<file path="src/tsd_pkg.sv">
// Package for the tar stream deframer: payload structs, codes and constants.
// Used by every module under src.
package tsd_pkg;

    localparam int SIZE_WIDTH = 36;
    localparam int MODE_WIDTH = 24;
    localparam int BLOCK_BYTES = 512;
    localparam int OFF_WIDTH = 9;

    localparam logic [OFF_WIDTH-1:0] OFF_MODE = 9'd100;
    localparam logic [OFF_WIDTH-1:0] OFF_MODE_END = 9'd108;
    localparam logic [OFF_WIDTH-1:0] OFF_SIZE = 9'd124;
    localparam logic [OFF_WIDTH-1:0] OFF_SIZE_END = 9'd136;
    localparam logic [OFF_WIDTH-1:0] OFF_TYPE = 9'd156;
    localparam logic [OFF_WIDTH-1:0] OFF_LINK = 9'd157;
    localparam logic [OFF_WIDTH-1:0] OFF_LAST = 9'(BLOCK_BYTES - 1);

    localparam logic [1:0] RK_DATA = 2'd0;
    localparam logic [1:0] RK_HEADER = 2'd1;
    localparam logic [1:0] RK_END = 2'd2;
    localparam logic [1:0] RK_ERROR = 2'd3;

    localparam logic [2:0] EK_REGULAR = 3'd0;
    localparam logic [2:0] EK_DIR = 3'd1;
    localparam logic [2:0] EK_SYMLINK = 3'd2;
    localparam logic [2:0] EK_HARDLINK = 3'd3;
    localparam logic [2:0] EK_OTHER = 3'd4;

    localparam logic [1:0] ERR_NONE = 2'd0;
    localparam logic [1:0] ERR_HEADER = 2'd1;
    localparam logic [1:0] ERR_EOF = 2'd2;

    localparam int QUEUE_DEPTH = 2;
    localparam int QPTR_WIDTH = 1;

    typedef struct packed {
        logic [7:0] stream_byte;
        logic       end_marker;
    } in_item_t;

    typedef struct packed {
        logic [1:0]            result_kind;
        logic [7:0]            data_byte;
        logic                  last_data;
        logic [2:0]            entry_kind;
        logic [7:0]            other_kind_code;
        logic [SIZE_WIDTH-1:0] entry_size;
        logic [MODE_WIDTH-1:0] entry_mode;
        logic                  has_link_target;
        logic [1:0]            error_code;
    } out_item_t;

endpackage

</file>
<file path="src/tar_stream_deframer.sv">
// Tar stream deframer top level: front parser, result queue, output register.
// A result is written into the queue and then loaded into the output register.
// Throughput: one byte per cycle; a full two-entry queue stalls the input.
// Reset: asynchronous, active low; returns to the header phase at offset 0.
// Depends on tsd_pkg, tsd_front, tsd_queue, tsd_back.
module tar_stream_deframer
    import tsd_pkg::*;
(
    input  logic      clk,
    input  logic      rst_n,
    input  logic      in_valid,
    input  in_item_t  in_data,
    output logic      in_stall,
    output logic      out_valid,
    output out_item_t out_data,
    input  logic      out_stall
);

    logic      req_valid, req_full, q_valid, q_take;
    out_item_t req_item, q_item;

    tsd_front u_front (
        .clk(clk), .rst_n(rst_n), .in_valid(in_valid), .in_item(in_data),
        .in_stall(in_stall), .req_valid(req_valid), .req_item(req_item),
        .req_full(req_full)
    );

    tsd_queue u_queue (
        .clk(clk), .rst_n(rst_n), .wr_valid(req_valid), .wr_item(req_item),
        .full(req_full), .rd_valid(q_valid), .rd_item(q_item), .rd_take(q_take)
    );

    tsd_back u_back (
        .clk(clk), .rst_n(rst_n), .q_valid(q_valid), .q_item(q_item),
        .q_take(q_take), .out_valid(out_valid), .out_item(out_data),
        .out_stall(out_stall)
    );

endmodule

</file>
<file path="src/tsd_front.sv">
// Front part: accepts archive bytes, walks the block structure and parses headers.
// Emits one classified result request per byte that yields one. Depends on tsd_pkg.
module tsd_front
    import tsd_pkg::*;
(
    input  logic      clk,
    input  logic      rst_n,
    input  logic      in_valid,
    input  in_item_t  in_item,
    output logic      in_stall,
    output logic      req_valid,
    output out_item_t req_item,
    input  logic      req_full
);

    typedef enum logic [2:0] {
        PH_HEADER, PH_DATA, PH_PAD, PH_ZERO2, PH_END, PH_ERR_HDR, PH_ERR_EOF
    } phase_t;

    phase_t                phase_reg, phase_next;
    logic [OFF_WIDTH-1:0]  off_reg, off_next;
    logic                  nz_reg, nz_next;
    logic [SIZE_WIDTH-1:0] size_reg, size_next;
    logic [MODE_WIDTH-1:0] mode_reg, mode_next;
    logic [1:0]            oct_reg, oct_next;
    logic                  bad_reg, bad_next;
    logic [7:0]            tflag_reg, tflag_next;
    logic                  link_reg, link_next;
    logic [SIZE_WIDTH-1:0] left_reg, left_next;
    logic [OFF_WIDTH-1:0]  pad_reg, pad_next;

    logic       take;
    logic [7:0] b;
    logic       blank, digit;
    logic [2:0] dval;
    logic [1:0] oct_cur;

    assign in_stall = req_full;
    assign take = in_valid && !req_full;
    assign b = in_item.stream_byte;
    assign blank = (b == 8'd0) || (b == 8'd32);
    assign digit = (b >= 8'd48) && (b <= 8'd55);
    assign dval = b[2:0];

    always_comb
    begin
        phase_next = phase_reg;
        off_next = off_reg;
        nz_next = nz_reg;
        size_next = size_reg;
        mode_next = mode_reg;
        oct_next = oct_reg;
        bad_next = bad_reg;
        tflag_next = tflag_reg;
        link_next = link_reg;
        left_next = left_reg;
        pad_next = pad_reg;
        req_valid = 1'b0;
        req_item = '0;
        oct_cur = oct_reg;

        if (take)
        begin
            if (phase_reg == PH_ERR_HDR || phase_reg == PH_ERR_EOF)
            begin
                req_valid = 1'b1;
                req_item.result_kind = RK_ERROR;
                req_item.error_code = (phase_reg == PH_ERR_HDR) ? ERR_HEADER : ERR_EOF;
            end
            else if (phase_reg == PH_END)
            begin
                // ignore everything after the archive end
            end
            else if (in_item.end_marker)
            begin
                if (!(phase_reg == PH_HEADER && off_reg == '0))
                begin
                    phase_next = PH_ERR_EOF;
                    req_valid = 1'b1;
                    req_item.result_kind = RK_ERROR;
                    req_item.error_code = ERR_EOF;
                end
            end
            else if (phase_reg == PH_DATA)
            begin
                req_valid = 1'b1;
                req_item.result_kind = RK_DATA;
                req_item.data_byte = b;
                left_next = left_reg - 1'b1;
                if (left_next == '0)
                begin
                    req_item.last_data = 1'b1;
                    phase_next = (pad_reg != '0) ? PH_PAD : PH_HEADER;
                end
            end
            else if (phase_reg == PH_PAD)
            begin
                pad_next = pad_reg - 1'b1;
                if (pad_next == '0)
                    phase_next = PH_HEADER;
            end
            else
            begin
                if (b != 8'd0)
                    nz_next = 1'b1;
                if (phase_reg == PH_HEADER)
                begin
                    if (off_reg == OFF_MODE || off_reg == OFF_SIZE)
                        oct_cur = 2'd0;
                    oct_next = oct_cur;
                    if ((off_reg >= OFF_MODE && off_reg < OFF_MODE_END)
                        || (off_reg >= OFF_SIZE && off_reg < OFF_SIZE_END))
                    begin
                        if (oct_cur < 2'd2 && !(oct_cur == 2'd0 && blank))
                        begin
                            if (blank)
                                oct_next = 2'd2;
                            else if (digit)
                            begin
                                oct_next = 2'd1;
                                if (off_reg < OFF_MODE_END)
                                    mode_next = {mode_reg[MODE_WIDTH-4:0], dval};
                                else
                                    size_next = {size_reg[SIZE_WIDTH-4:0], dval};
                            end
                            else
                            begin
                                bad_next = 1'b1;
                                oct_next = 2'd2;
                            end
                        end
                    end
                    else if (off_reg == OFF_TYPE)
                        tflag_next = b;
                    else if (off_reg == OFF_LINK)
                        link_next = (b != 8'd0);
                end

                if (off_reg != OFF_LAST)
                    off_next = off_reg + 1'b1;
                else
                begin
                    off_next = '0;
                    size_next = '0;
                    mode_next = '0;
                    oct_next = 2'd0;
                    bad_next = 1'b0;
                    tflag_next = 8'd0;
                    link_next = 1'b0;
                    nz_next = 1'b0;
                    if (phase_reg == PH_ZERO2)
                    begin
                        req_valid = 1'b1;
                        if (nz_next == 1'b0 && (nz_reg || b != 8'd0))
                        begin
                            phase_next = PH_ERR_HDR;
                            req_item.result_kind = RK_ERROR;
                            req_item.error_code = ERR_HEADER;
                        end
                        else
                        begin
                            phase_next = PH_END;
                            req_item.result_kind = RK_END;
                        end
                    end
                    else if (!(nz_reg || b != 8'd0))
                        phase_next = PH_ZERO2;
                    else if (bad_reg)
                    begin
                        phase_next = PH_ERR_HDR;
                        req_valid = 1'b1;
                        req_item.result_kind = RK_ERROR;
                        req_item.error_code = ERR_HEADER;
                    end
                    else
                    begin
                        req_valid = 1'b1;
                        req_item.result_kind = RK_HEADER;
                        case (tflag_reg)
                            8'd0, 8'd48: req_item.entry_kind = EK_REGULAR;
                            8'd53:       req_item.entry_kind = EK_DIR;
                            8'd50:       req_item.entry_kind = EK_SYMLINK;
                            8'd49:       req_item.entry_kind = EK_HARDLINK;
                            default:
                            begin
                                req_item.entry_kind = EK_OTHER;
                                req_item.other_kind_code = tflag_reg;
                            end
                        endcase
                        req_item.entry_size = size_reg;
                        req_item.entry_mode = mode_reg;
                        req_item.has_link_target = link_reg;
                        left_next = size_reg;
                        pad_next = OFF_WIDTH'(-size_reg[OFF_WIDTH-1:0]);
                        if (size_reg != '0)
                            phase_next = PH_DATA;
                        else if (pad_next != '0)
                            phase_next = PH_PAD;
                        else
                            phase_next = PH_HEADER;
                    end
                end
            end
        end
    end

    always_ff @(posedge clk or negedge rst_n)
    begin
        if (!rst_n)
        begin
            phase_reg <= PH_HEADER;
            off_reg <= '0;
            nz_reg <= 1'b0;
            size_reg <= '0;
            mode_reg <= '0;
            oct_reg <= 2'd0;
            bad_reg <= 1'b0;
            tflag_reg <= 8'd0;
            link_reg <= 1'b0;
            left_reg <= '0;
            pad_reg <= '0;
        end
        else
        begin
            phase_reg <= phase_next;
            off_reg <= off_next;
            nz_reg <= nz_next;
            size_reg <= size_next;
            mode_reg <= mode_next;
            oct_reg <= oct_next;
            bad_reg <= bad_next;
            tflag_reg <= tflag_next;
            link_reg <= link_next;
            left_reg <= left_next;
            pad_reg <= pad_next;
        end
    end

endmodule

</file>
<file path="src/tsd_queue.sv">
// Short result queue between the front and back parts.
// Two entries in flip-flops; depends on tsd_pkg.
module tsd_queue
    import tsd_pkg::*;
(
    input  logic      clk,
    input  logic      rst_n,
    input  logic      wr_valid,
    input  out_item_t wr_item,
    output logic      full,
    output logic      rd_valid,
    output out_item_t rd_item,
    input  logic      rd_take
);

    out_item_t               mem_reg [QUEUE_DEPTH];
    logic [QPTR_WIDTH-1:0]   wp_reg, rp_reg;
    logic [QPTR_WIDTH:0]     cnt_reg;
    logic                    wr, rd;

    assign full = (cnt_reg == (QPTR_WIDTH+1)'(QUEUE_DEPTH));
    assign rd_valid = (cnt_reg != '0);
    assign rd_item = mem_reg[rp_reg];
    assign wr = wr_valid && !full;
    assign rd = rd_take && rd_valid;

    always_ff @(posedge clk)
    begin
        if (wr)
            mem_reg[wp_reg] <= wr_item;
    end

    always_ff @(posedge clk or negedge rst_n)
    begin
        if (!rst_n)
        begin
            wp_reg <= '0;
            rp_reg <= '0;
            cnt_reg <= '0;
        end
        else
        begin
            if (wr)
                wp_reg <= wp_reg + 1'b1;
            if (rd)
                rp_reg <= rp_reg + 1'b1;
            cnt_reg <= cnt_reg + (QPTR_WIDTH+1)'(wr) - (QPTR_WIDTH+1)'(rd);
        end
    end

endmodule

</file>
<file path="src/tsd_back.sv">
// Back part: output register that presents queued results to the sink.
// Depends on tsd_pkg.
module tsd_back
    import tsd_pkg::*;
(
    input  logic      clk,
    input  logic      rst_n,
    input  logic      q_valid,
    input  out_item_t q_item,
    output logic      q_take,
    output logic      out_valid,
    output out_item_t out_item,
    input  logic      out_stall
);

    logic      valid_reg;
    out_item_t item_reg;

    // load when the register is empty or being drained
    assign q_take = q_valid && (!valid_reg || !out_stall);
    assign out_valid = valid_reg;
    assign out_item = item_reg;

    always_ff @(posedge clk or negedge rst_n)
    begin
        if (!rst_n)
            valid_reg <= 1'b0;
        else if (!valid_reg || !out_stall)
            valid_reg <= q_valid;
    end

    always_ff @(posedge clk)
    begin
        if (q_take)
            item_reg <= q_item;
    end

endmodule

</file>
<file path="config.mk">
export PLATFORM = sky130hd
export DESIGN_NAME = tar_stream_deframer
export DESIGN_NICKNAME = d
export VERILOG_FILES = /design/src/tsd_pkg.sv /design/src/tar_stream_deframer.sv /design/src/tsd_front.sv /design/src/tsd_queue.sv /design/src/tsd_back.sv
export SDC_FILE = /design/constraint.sdc
export NUM_CORES = 1
export LEC_CHECK = 0
export BUFFER_PORTS_ARGS = -buffer_cell sky130_fd_sc_hd__buf_2
export CORE_AREA = 2 2 199 220
export CTS_BUF_LIST = sky130_fd_sc_hd__clkbuf_8
export DETAILED_ROUTE_END_ITERATION = 12
export DIE_AREA = 0 0 201 222
export SLEW_MARGIN = 20
export SYNTH_ARGS = -nofsm -noshare
export SYNTH_HDL_FRONTEND = slang
export SYNTH_SLANG_ARGS = --single-unit
export TNS_END_PERCENT = 30
</file>
<file path="constraint.sdc">
create_clock -name clk -period 11 [get_ports clk]
set_clock_uncertainty 0.1 [all_clocks]
set_input_delay 0.55 -clock clk [delete_from_list [all_inputs] [get_ports clk]]
set_output_delay 0.55 -clock clk [all_outputs]
set_load 0.01 [all_outputs]
</file>
# Yosys cells after proc, flatten, opt, wreduce, memory -nomap -nowiden
# Memory sizes are Yosys's and may differ from the RTL's. A register that Yosys moved wholly into a read port is not among the register bits.
# Cells that the tools add are included.
[totals]
regBits = 135
mem_bits_rw = 170
input_bits = 13
out_inout_bits = 87
word_cells = 238
mem_count = 1
[mem_list]
columns = ["name", "depth", "width", "read_ports", "rd_clocked_by_memory_dff", "wr", "line_no", "rtl"]
rows = [
  ["u_queue.mem_reg", 2, 85, 1, 1, 1, "tsd_queue.sv:16", "out_item_t mem_reg [QUEUE_DEPTH];"],
]
[classes]
n_addsub = 8
magnitude_cmp = 7
eq_ne = 41
n_mux = 114
bitwise = 5
n_reduce_logical = 47
[op_table]
columns = ["op", "n"]
rows = [
  ["36-bit 2-to-1 mux", 13],
  ["74-bit 2-to-1 mux", 4],
  ["85-bit 2-to-1 mux", 2],
  ["24-bit 2-to-1 mux", 7],
  ["81-bit 2-to-1 mux", 2],
  ["72-bit 2-to-1 mux", 2],
  ["9-bit 2-to-1 mux", 7],
  ["2-bit 2-to-1 mux", 31],
  ["8-bit by 6-bit == test with 1-bit output (second input constant)", 5],
  ["8-bit 2-to-1 mux", 5],
  ["36-bit logical NOT", 1],
  ["36-bit nonzero test", 1],
  ["36-bit by 1-bit subtractor with 36-bit output (second input constant)", 1],
  ["1-bit 2-to-1 mux", 30],
  ["3-bit 2-to-1 mux", 10],
  ["9-bit AND reduction", 3],
  ["2-bit by 1-bit inequality test with 1-bit output (second input constant)", 13],
  ["12-bit AND reduction", 2],
  ["7-bit AND reduction", 3],
  ["9-bit by 7-bit == test with 1-bit output (second input constant)", 2],
  ["9-bit by 8-bit == test with 1-bit output (second input constant)", 2],
  ["9-bit by 7-bit greater-or-equal comparator with 1-bit output (second input constant)", 2],
  ["9-bit logical NOT", 2],
  ["9-bit nonzero test", 2],
  ["35 further kinds", 70],
]

# Depth between registers and ports, before layout
# Gate-level depths: netlist (run 1).
[logic_depth]
word_depth = 18
mapped_depth = 14

# Cells and area by module
# A second synthesis (run 1) with hierarchy kept.
[unflattened]
cells_unflattened = 1414
area_unflattened_um2 = 17496.8
[modules_own_cells]
columns = ["mod", "n_inst", "cells_per_inst", "area_each_um2", "seq_area_each_um2"]
rows = [
  ["tsd_front", 1, 1043, 8361.8, 3253.1],
  ["tsd_queue", 1, 283, 6538.8, 5205.0],
  ["tsd_back", 1, 88, 2596.2, 2577.5],
]

# Worst setup path before layout (run 1)
# Ideal clock, no wire load.
[synth_timing]
path_kind = "register to register"
start = "register u_front.off_reg[2]"
end = "memory u_queue.mem_reg[0][0] (netlist name), enable pin"
t_arrival_ns = 5.682
required_time_ns = 10.361
setup_slack_ns = 4.679
stages_incl_launch_ff = 9
path_cell_list = "dfrtp_1 > clkbuf_1 > and3_1 > and4_1 > ha_1 > clkbuf_1 > o21ai_0 > a21oi_1 > nor2b_1"
[synth_via]
elab_chain_cells = 11
[synth_rtl]
columns = ["element", "line_no", "rtl"]
rows = [
  ["from (decl)", "tsd_front.sv:21", "logic [OFF_WIDTH-1:0] off_reg, off_next;"],
  ["from (signal assigned)", "tsd_front.sv:226", "off_reg <= off_next;"],
  ["9-bit inequality test", "tsd_front.sv:139", "if (off_reg != OFF_LAST)"],
  ["1-bit 2-to-1 mux", "tsd_front.sv:139", ""],
  ["1-bit 2-to-1 mux", "tsd_front.sv:96", "else if (phase_reg == PH_PAD)"],
  ["1-bit 2-to-1 mux", "tsd_front.sv:84", "else if (phase_reg == PH_DATA)"],
  ["1-bit 2-to-1 mux *", "tsd_front.sv:74", "else if (in_item.end_marker)"],
  ["1-bit 2-to-1 mux *", "tsd_front.sv:70", "else if (phase_reg == PH_END)"],
  ["1-bit 2-to-1 mux *", "tsd_front.sv:64", "if (phase_reg == PH_ERR_HDR || phase_reg == PH_ERR_EOF)"],
  ["1-bit 2-to-1 mux *", "tsd_front.sv:62", "if (take)"],
  ["1-bit logical AND *", "tsd_queue.sv:24", "assign wr = wr_valid && !full;"],
  ["net u_queue.wr", "tsd_queue.sv:19", "logic wr, rd;"],
  ["1-bit 2-to-1 mux *", "tsd_queue.sv:29", "if (wr)"],
  ["1-bit 2-to-1 mux (not written as such) *", "tsd_queue.sv:30", "mem_reg[wp_reg] <= wr_item;"],
  ["to (decl)", "tsd_queue.sv:16", ""],
]
# The timed path passes the listed nets; every way through them passes the cells marked *.

# Worst setup path after layout (run 1)
[layout_timing]
start = "register u_front.off_reg[2]"
end = "memory u_queue.mem_reg[0][55] (netlist name), enable pin"
# Same word-level chain as after synthesis.

==> results of run 1 <==
## metal layers
metal	wire [um]	global-route usage, %	vias up	share of wire [%]
met5	0	0	-	0
met4	702	4.90	0	1.9
met3	1640	2.37	57	4.5
met2	17300	26.5	270	47
met1	16900	23.2	5287	46
li1	-	-	5108	-
## final cells by class
cell class                      instances  area [um2]
Tap cell                              567         709
Inverter                               20        75.1
Clock inverter                         44         265
Sequential cell                       390       11000
Clock buffer                           67         922
Fill cell                            3764       23200
Timing Repair Buffer                  115         624
Antenna cell                            1        2.50
Multi-Input combinational cell        809        5410
## kinds of logic (layout without fill, tap and decap cells)
kind of cell               after synthesis  count (layout)  share of synthesized area (%)
xor gates and xnor gates                25              25                           1.30
AOI/OAI and AO/OA                      296             296                           11.3
other                                    0               1                              0
and+or+nand+nor                        391             391                           12.6
adders and majority gates               11              11                          0.820
buffers and inverters                  105             246                           2.51
muxes                                   86              86                           5.77
DFF                                    390             390                           65.7
## how the worst min path moves through the flow
stage | from | to | slack, ns | cells past startpoint
after floorplan | rst_n | u_back.out_valid$_DFFE_PN0N_ | 0.15 | 0
after detailed placement | u_front.mode_reg[21]$_DFFE_PN0P_ | u_front.mode_reg[21]$_DFFE_PN0P_ | 0.38 | 1
final | out_stall | u_back.out_valid$_DFFE_PN0N_ | 0.10 | 3
after global routing | in_data[8] | u_front.tflag_reg[7]$_DFFE_PN0P_ | 0.08 | 2
after global placement | u_front.mode_reg[22]$_DFFE_PN0P_ | u_front.mode_reg[22]$_DFFE_PN0P_ | 0.38 | 1
after CTS | out_stall | u_back.out_valid$_DFFE_PN0N_ | 0.06 | 3
## critical path, stage by stage, from the launching register on
cell	delay, ns
dfrtp_1	0.53
and3_1	0.28
and4_1	0.21
ha_1	0.73
o21ai_0	0.20
a21oi_1	0.44
nor2b_4	0.90
buf_4	0.74
## cells in the final DEF (no fill, tap or decap), types with 8 or more instances in the layout
master    instances
edfxtp_1        255
dfrtp_1         134
buf_2            98
mux2_2           86
a21oi_1          83
o21ai_0          82
nor2_1           73
and2_1           71
clkbuf_8         67
a22o_1           64
nand2_1          55
inv_1            43
nor3_1           42
nand3_1          30
nor4_1           28
xnor2_1          17
buf_4            15
and3_1           14
nor2b_1          12
nand4_1          12
clkinv_1         12
ha_1             11
or3_1            10
xor2_1            8
o22ai_1           8
a31o_2            8
## stage by stage
step	instance area, um2	total power, mW	util (%)	hold slack, ns
2_1_floorplan	16800	3.01	-	0.154
3_3_place_gp	17800	3.37	42.3	0.383
3_5_place_dp	17800	3.38	42.3	0.385
4_1_cts	19000	4.57	45.1	0.0612
5_1_grt	19000	4.77	45.1	0.0800
6_report	19000	4.51	45.1	0.101
## power by group through the flow
stage / logic [mW] / registers, mW / clock network [mW]
after global routing: 1.25 / 2.26 / 1.27
final: 1.12 / 2.21 / 1.18
after CTS: 1.15 / 2.21 / 1.21
after detailed placement: 1.14 / 2.24 / 0
after global placement: 1.14 / 2.23 / 0
after floorplan: 0.752 / 2.26 / 0
## repair_timing
item / in CTS / in global routing
endpoints found under the hold margin: 84 / 0
gates resized for setup: 0 / 0
hold buffers: 1 / 0
==> run summary, run 1 <==
critical path class = register to register
Hold Violations, Final = 0
nets = 1419
DRC errors left = 0
final worst slack = 6.36 ns
fin. max-slew vios = 0
mapped cell area = 16800 um2
Starting DRT DRC Count = 683
final period utilization = 42.2%
status = finished clean
setup total negative slack = 0 ns
flop2flop setup slack = 6.36 ns
syn nets = 1328
Top Ports = 100
wire per inst = 18.1 um
global-route wire length before repair = 59200 um
Post-Place Worst Slack = 6.37 ns
TritonRoute pass-1 iters = 5
WP data required = 11.12 ns
Synth top cells by count = 255 x edfxtp_1, 135 x dfrtp_1, 86 x a21oi_1, 86 x mux2_2, 82 x o21ai_0
Vias = 10722
final worst path period need = 4.64 ns
post-synth top area share = 45.6%
starting density of the core = 39.8%
VDD IR max = 110 uV
Fmax achieved = 215 MHz
initial antenna violation count = 1
switching share of power = 31.8%
register bit total from synthesis = 390
final wirelength = 36500 um
Critical Path Source = u_front.off_reg[2]$_DFFE_PN0P_
Vias/cell = 5.33
worst setup path endpoint = u_queue.mem_reg[0][55]$_DFFE_PP_
sequential fraction of the synthesis area = 65.7%
Crit Reg-Reg Endpoint = u_queue.mem_reg[0][55]$_DFFE_PP_
reg-to-reg critical path startpoint = u_front.off_reg[2]$_DFFE_PN0P_
Syn-to-layout area delta = 13.4%
CP Launch Type = register
HPWL after DPL = 23300 um
most common cell in the netlist = edfxtp_1
Hold Path Class = input pin to register
Pwr Density = 237 nW/um2
Synth Instances = 1304
CTS max path bufs = 3
vias in the first global route = 10552
GRT overflow = 0
Post-synth top flop = edfxtp_1
Int Pwr = 3.08 mW
post-synth top area cell = edfxtp_1
RSZ-0062 raised after global routing = false
CP arrival = 4.77 ns
relative slew slack = 33.9%
syn_area_per_cell = 12.9 um2
row count = 79
Async SR Flop Fraction = 34.6%
clk root buf = clkbuf_8
Reg2Reg Depth = 7
# setup viols final = 0
Reg power frac = 49.0%
max FFs per register = 170
gr usage total = 16.5%
DIE HEIGHT = 222 um
largest net degree at the start of global routing = 86
GP Congestion = 0.826
H-tree levels = 2
cell total after placement = 1900
Sink Count = 390
clock-pin slew on the worst setup and hold paths = 0.07 ns
max cap viols = 0
post-route ant nets = 0
CP max FO = 54
Comb pwr share = 24.9%
Synth Warn # = 0
Crit. End Element = register
Distinct cells, synth = 61
Die X = 201 um
CTS tree = done
clk_lat worst skew = 0.62 ns
Tightest Pin Transition = 0.989 ns
Non-Filler Instances = 2013
net switching power = 1.44 mW
EDFF count, synth = 255
core area = 42200 um2
input/output buffers = 99
post-CTS setup buffers = 0
TritonCTS buffer count = 59
layout cell share with drive strength beyond 1 = 21.6%
top post-synthesis cells by area = edfxtp_1 46%, dfrtp_1 20%, mux2_2 5.8%
leak pwr = 7.30 nW
area of the die = 44600 um2
Clk pwr share = 26.1%
Note: power is estimated with default switching activity, not from simulation.
==> run 2: changes to the inputs <==
==> constraint.sdc (replaced) <==
create_clock -name clk -period 4.39 [get_ports clk]
set_clock_uncertainty 0.1 [all_clocks]
set_input_delay 0.2195 -clock clk [delete_from_list [all_inputs] [get_ports clk]]
set_output_delay 0.2195 -clock clk [all_outputs]
set_load 0.01 [all_outputs]
==> run 2 against run 1 <==
  * Clock-buffer cell count shrank 2
  * Setup slack lost 5.7 ns
  * Register-to-register slack worse by 5.7 ns
  * Core utilization up 0.33 points
  * Hold slack improved by 0.0067 ns
  * Global-route usage rose by 0.075 points
  * Die area unchanged
  * Critical endpoint is now u_front.phase_reg[1]$_DFFE_PN0P_
  * Largest power group unchanged
==> run summary, run 2 (synthesis results as in run 1) <==
status = finished clean
Hold Violations, Final = 0
Non-Filler Instances = 2033
CP cell instances = inv_1, ha_1, or4b_1, or4_1, nor4_2, xor2_1, nor4_2, nand4_2, a2111oi_2, a311oi_1
Top Ports = 100
clk root buf = clkbuf_8
GP Congestion = 0.854
TritonRoute pass-1 iters = 5
CTS max path bufs = 3
setup total negative slack = 0 ns
starting density of the core = 39.8%
max cap viols = 0
Fmax achieved = 268 MHz
total power = 11.2 mW
Most Crowded Layer GR = met2
Syn-to-layout area delta = 14.3%
input/output buffers = 99
nets = 1440
Top cell by count, worst path = nor4_2
max incr delay on CP = 0.66 ns
cell area after layout = 19200 um2
final worst path period need = 3.73 ns
core area = 42200 um2
Worst path slowest cell = or4_1
RSZ-0062 raised after global routing = false
Pwr Density = 584 nW/um2
commonest non-fill, non-tap cell in the layout = edfxtp_1
layout cell share with drive strength beyond 1 = 22.4%
Worst path top cell family by delay = simple AND/OR/NAND/NOR gates
met2 Usage GRT = 26.7%
initial antenna violation count = 0
CP max FO = 10
largest net degree at the start of global routing = 98
smallest hold slack = 0.108 ns
H-tree levels = 2
gr usage total = 16.5%
Hold Path Class = input pin to async pin
Post-Place Worst Slack = 0.693 ns
M3 GR Usage = 2.54%
TritonCTS buffer count = 58
Layout Utilization = 45.5%
Antenna diodes = 0
Sink Count = 390
WP data required = 4.77 ns
Starting DRT DRC Count = 706
post-route ant nets = 0
Area after DPL = 18000 um2
global-route wire length before repair = 59300 um
wire per inst = 18.1 um
CP arrival = 4.10 ns
GR Layer Usage met1 = 23.1%
cell total after placement = 1912
Vias/cell = 5.34
GRT overflow = 0
DIE HEIGHT = 222 um
row count = 79
Fillers = 3788
area of the die = 44600 um2
vias in the first global route = 10690
relative slew slack = 29.1%
CP Launch Type = register
fin. max-slew vios = 0
commonest non-fill, non-tap cells in the layout = 255 x edfxtp_1, 134 x dfrtp_1, 98 x buf_2
Post-CTS Hold Buffers = 11
DRC errors left = 0
final wirelength = 36800 um
crit path buf inv count = 1
Die X = 201 um
final period utilization = 84.9%
max FFs per register = 170
critical path class = register to register
# setup viols final = 0
clock-pin slew on the worst setup and hold paths = 0.06 ns
Tightest Pin Transition = 1.06 ns
HPWL after DPL = 23600 um
cts repair resizes = 0
Crit. End Element = register
VDD IR max = 315 uV
leak pwr = 7.40 nW
clk_lat worst skew = 0.63 ns
CTS tree = done
post-CTS setup buffers = 0
Vias = 10852
final worst slack = 0.664 ns
[run 2: power breakdown]
part	total, mW	internal, mW	switching, mW
sequential	5.60	5.02	0.585
combinational	2.81	1.15	1.65
clock	2.80	1.42	1.37
[run 2: worst reg2reg max path, stage by stage, from the launching register on]
cell and delay [ns]:
dfrtp_1 0.45, inv_1 0.10, ha_1 0.24, or4b_1 0.65
or4_1 0.67, nor4_2 0.32, xor2_1 0.13, nor4_2 0.19
nand4_2 0.24, a2111oi_2 0.41, a311oi_1 0.09
[run 2: path summary, 6_finish.rpt]
check / from / to / slack [ns] / cells past startpoint
max: u_front.left_reg[0]$_DFFE_PN0P_ / u_front.phase_reg[1]$_DFFE_PN0P_ / 0.66 / 10
min: rst_n / u_front.off_reg[6]$_DFFE_PN0P_ / 0.11 / 2
max reg2reg: u_front.left_reg[0]$_DFFE_PN0P_ / u_front.phase_reg[1]$_DFFE_PN0P_ / 0.66 / 10
min reg2reg: u_front.mode_reg[21]$_DFFE_PN0P_ / u_front.mode_reg[21]$_DFFE_PN0P_ / 0.40 / 1
max in group asynchronous: rst_n / u_front.left_reg[18]$_DFFE_PN0P_ / 2.91 / 3
min in group clk: in_valid / u_queue.mem_reg[1][0]$_DFFE_PP_ / 0.11 / 3
[run 2: area by class of cell]
cell class	instances	area (um2)	area share, %
timing repair buffer	137	840	4.37
inverter	20	75.1	0.391
sequential	390	11000	57.5
clock inverter	45	225	1.17
tap	567	709	3.70
multi-input combinational	809	5410	28.2
clock buffer	65	895	4.66
[run 2: layer usage]
layer  vias up  routed length (um)
li1       5144                   -
met1      5372               16800
met2       283               17700
met3        53                1660
met4         0                 722
met5         -                   0
==> run 3: changes to the inputs <==
==> constraint.sdc (replaced) <==
create_clock -name clk -period 3.6 [get_ports clk]
set_clock_uncertainty 0.1 [all_clocks]
set_input_delay 0.18 -clock clk [delete_from_list [all_inputs] [get_ports clk]]
set_output_delay 0.18 -clock clk [all_outputs]
set_load 0.01 [all_outputs]
==> run 3 against run 2 <==
  * Cell area rose by 1.7%
  * Core utilization rose by 0.76 points
  * Largest cell class unchanged
  * Register-to-register slack got worse by 0.44 ns
  * Clock power grew 35%
==> run summary, run 3 (synthesis results as in run 1) <==
status = finished clean
layout cell share with drive strength beyond 1 = 23.5%
starting density of the core = 39.8%
TritonRoute pass-1 iters = 6
clk root buf = clkbuf_8
Vias/cell = 5.31
GR Layer Usage met1 = 22.8%
DIE HEIGHT = 222 um
Clk pwr share = 26.8%
initial antenna violation count = 1
switching share of power = 31.5%
max cap viols = 0
Crit. End Element = register
cell area after layout = 19500 um2
smallest hold slack = 0.0685 ns
HP Start = in_valid
row count = 79
WP data required = 3.98 ns
Syn-to-layout area delta = 16.2%
Int Pwr = 9.68 mW
commonest non-fill, non-tap cell in the layout = edfxtp_1
core area = 42200 um2
Area after DPL = 18100 um2
largest net degree at the start of global routing = 87
vias in the first global route = 10780
wire per inst = 18.1 um
max FFs per register = 170
total power = 14.1 mW
H-tree levels = 2
TritonCTS buffer count = 59
Top Ports = 100
commonest non-fill, non-tap cells in the layout = 255 x edfxtp_1, 134 x dfrtp_1, 98 x buf_2
leak pwr = 7.52 nW
Die X = 201 um
fin. max-slew vios = 0
relative slew slack = 29.7%
CP max FO = 5
M3 GR Usage = 2.78%
nets = 1454
RSZ-0062 raised after global routing = false
Most Crowded Layer GR = met2
Hold Path Class = input pin to register
clk_lat worst skew = 0.63 ns
Worst path slowest cell = or4b_2
GP Congestion = 0.875
CP arrival = 3.76 ns
CTS max path bufs = 3
input/output buffers = 99
global-route wire length before repair = 59600 um
final period utilization = 93.9%
Tightest Pin Transition = 1.05 ns
net switching power = 4.45 mW
GRT overflow = 0
gr usage total = 16.6%
final wirelength = 37000 um
clock-pin slew on the worst setup and hold paths = 0.06 ns
met2 Usage GRT = 27.0%
VDD IR max = 336 uV
critical path class = register to register
DRC errors left = 0
post-CTS setup buffers = 0
Reg power frac = 48.2%
area of the die = 44600 um2
Hold Violations, Final = 0
Fmax achieved = 296 MHz
Comb pwr share = 24.9%
post-route ant nets = 0
reg-to-reg critical path startpoint = u_front.left_reg[1]$_DFFE_PN0P_
max incr delay on CP = 0.63 ns
Vias = 10887
final worst path period need = 3.38 ns
CP Launch Type = register
Starting DRT DRC Count = 883
HPWL after DPL = 23700 um
CTS tree = done
Pwr Density = 724 nW/um2
Layout Utilization = 46.2%
CP cell instances = inv_1, ha_1, or4b_1, nor3_2, nand3_1, or4b_2, o21ai_0, nand4_2, a2111oi_2, a311oi_1
# setup viols final = 0
Critical Path Source = u_front.left_reg[1]$_DFFE_PN0P_
Sink Count = 390
[run 3: timing repair]
item | in CTS | in global routing
hold buffers | 11 | 0
setup endpoints to repair | 0 | 3
hold endpoints to repair | 119 | 0
resized for setup | 0 | 3
[run 3: power groups by stage]
stage	sequential, mW	clock (mW)	combinational (mW)
after detailed placement	6.90	0	3.54
after global routing	6.94	4.09	3.89
final	6.81	3.79	3.53
after global placement	6.87	0	3.52
after floorplan	6.83	0	2.31
after CTS	6.82	3.90	3.57
[run 3: metrics by stage]
step	std cells	setup WS (ns)	setup TNS [ns]
6_report	2049	0.220	0
5_1_grt	2049	0.0101	0
4_1_cts	2048	0.131	0
3_5_place_dp	1925	0.139	0
3_3_place_gp	1925	0.276	0
2_1_floorplan	1304	-0.540	-0.942
[run 3: final cells by class]
class	count	area [um2]
Clock inverter	41	294
Timing Repair Buffer	150	1000
Inverter	20	75.1
Sequential cell	390	11000
Fill cell	3786	22700
Multi-Input combinational cell	809	5420
Antenna cell	1	2.50
Clock buffer	71	977
Tap cell	567	709
[run 3: routing by layer]
| layer | share of wire, % | vias up |
|---|---|---|
| li1 | - | 5173 |
| met1 | 45 | 5397 |
| met2 | 48 | 255 |
| met3 | 4.6 | 62 |
| met4 | 2.1 | 0 |
| met5 | 0 | - |
[run 3: path summary, 6_finish.rpt]
path / end / slack (ns) / cells past startpoint
min reg2reg: u_front.mode_reg[22]$_DFFE_PN0P_ / 0.41 / 1
max reg2reg: u_front.phase_reg[1]$_DFFE_PN0P_ / 0.22 / 10
min in group asynchronous: u_front.off_reg[6]$_DFFE_PN0P_ / 0.09 / 2
max in group asynchronous: u_front.mode_reg[16]$_DFFE_PN0P_ / 2.49 / 3
min: u_queue.mem_reg[1][0]$_DFFE_PP_ / 0.07 / 3
max: u_front.phase_reg[1]$_DFFE_PN0P_ / 0.22 / 10
[run 3: worst max-delay path: cells and delay by family (launching register included)]
kind                       cells  cell delay [ns]
AOI/OAI and AO/OA              3             0.62
and+or+nand+nor                5             1.75
adders and majority gates      1             0.26
buffers and inverters          1             0.11
DFF                            1             0.40
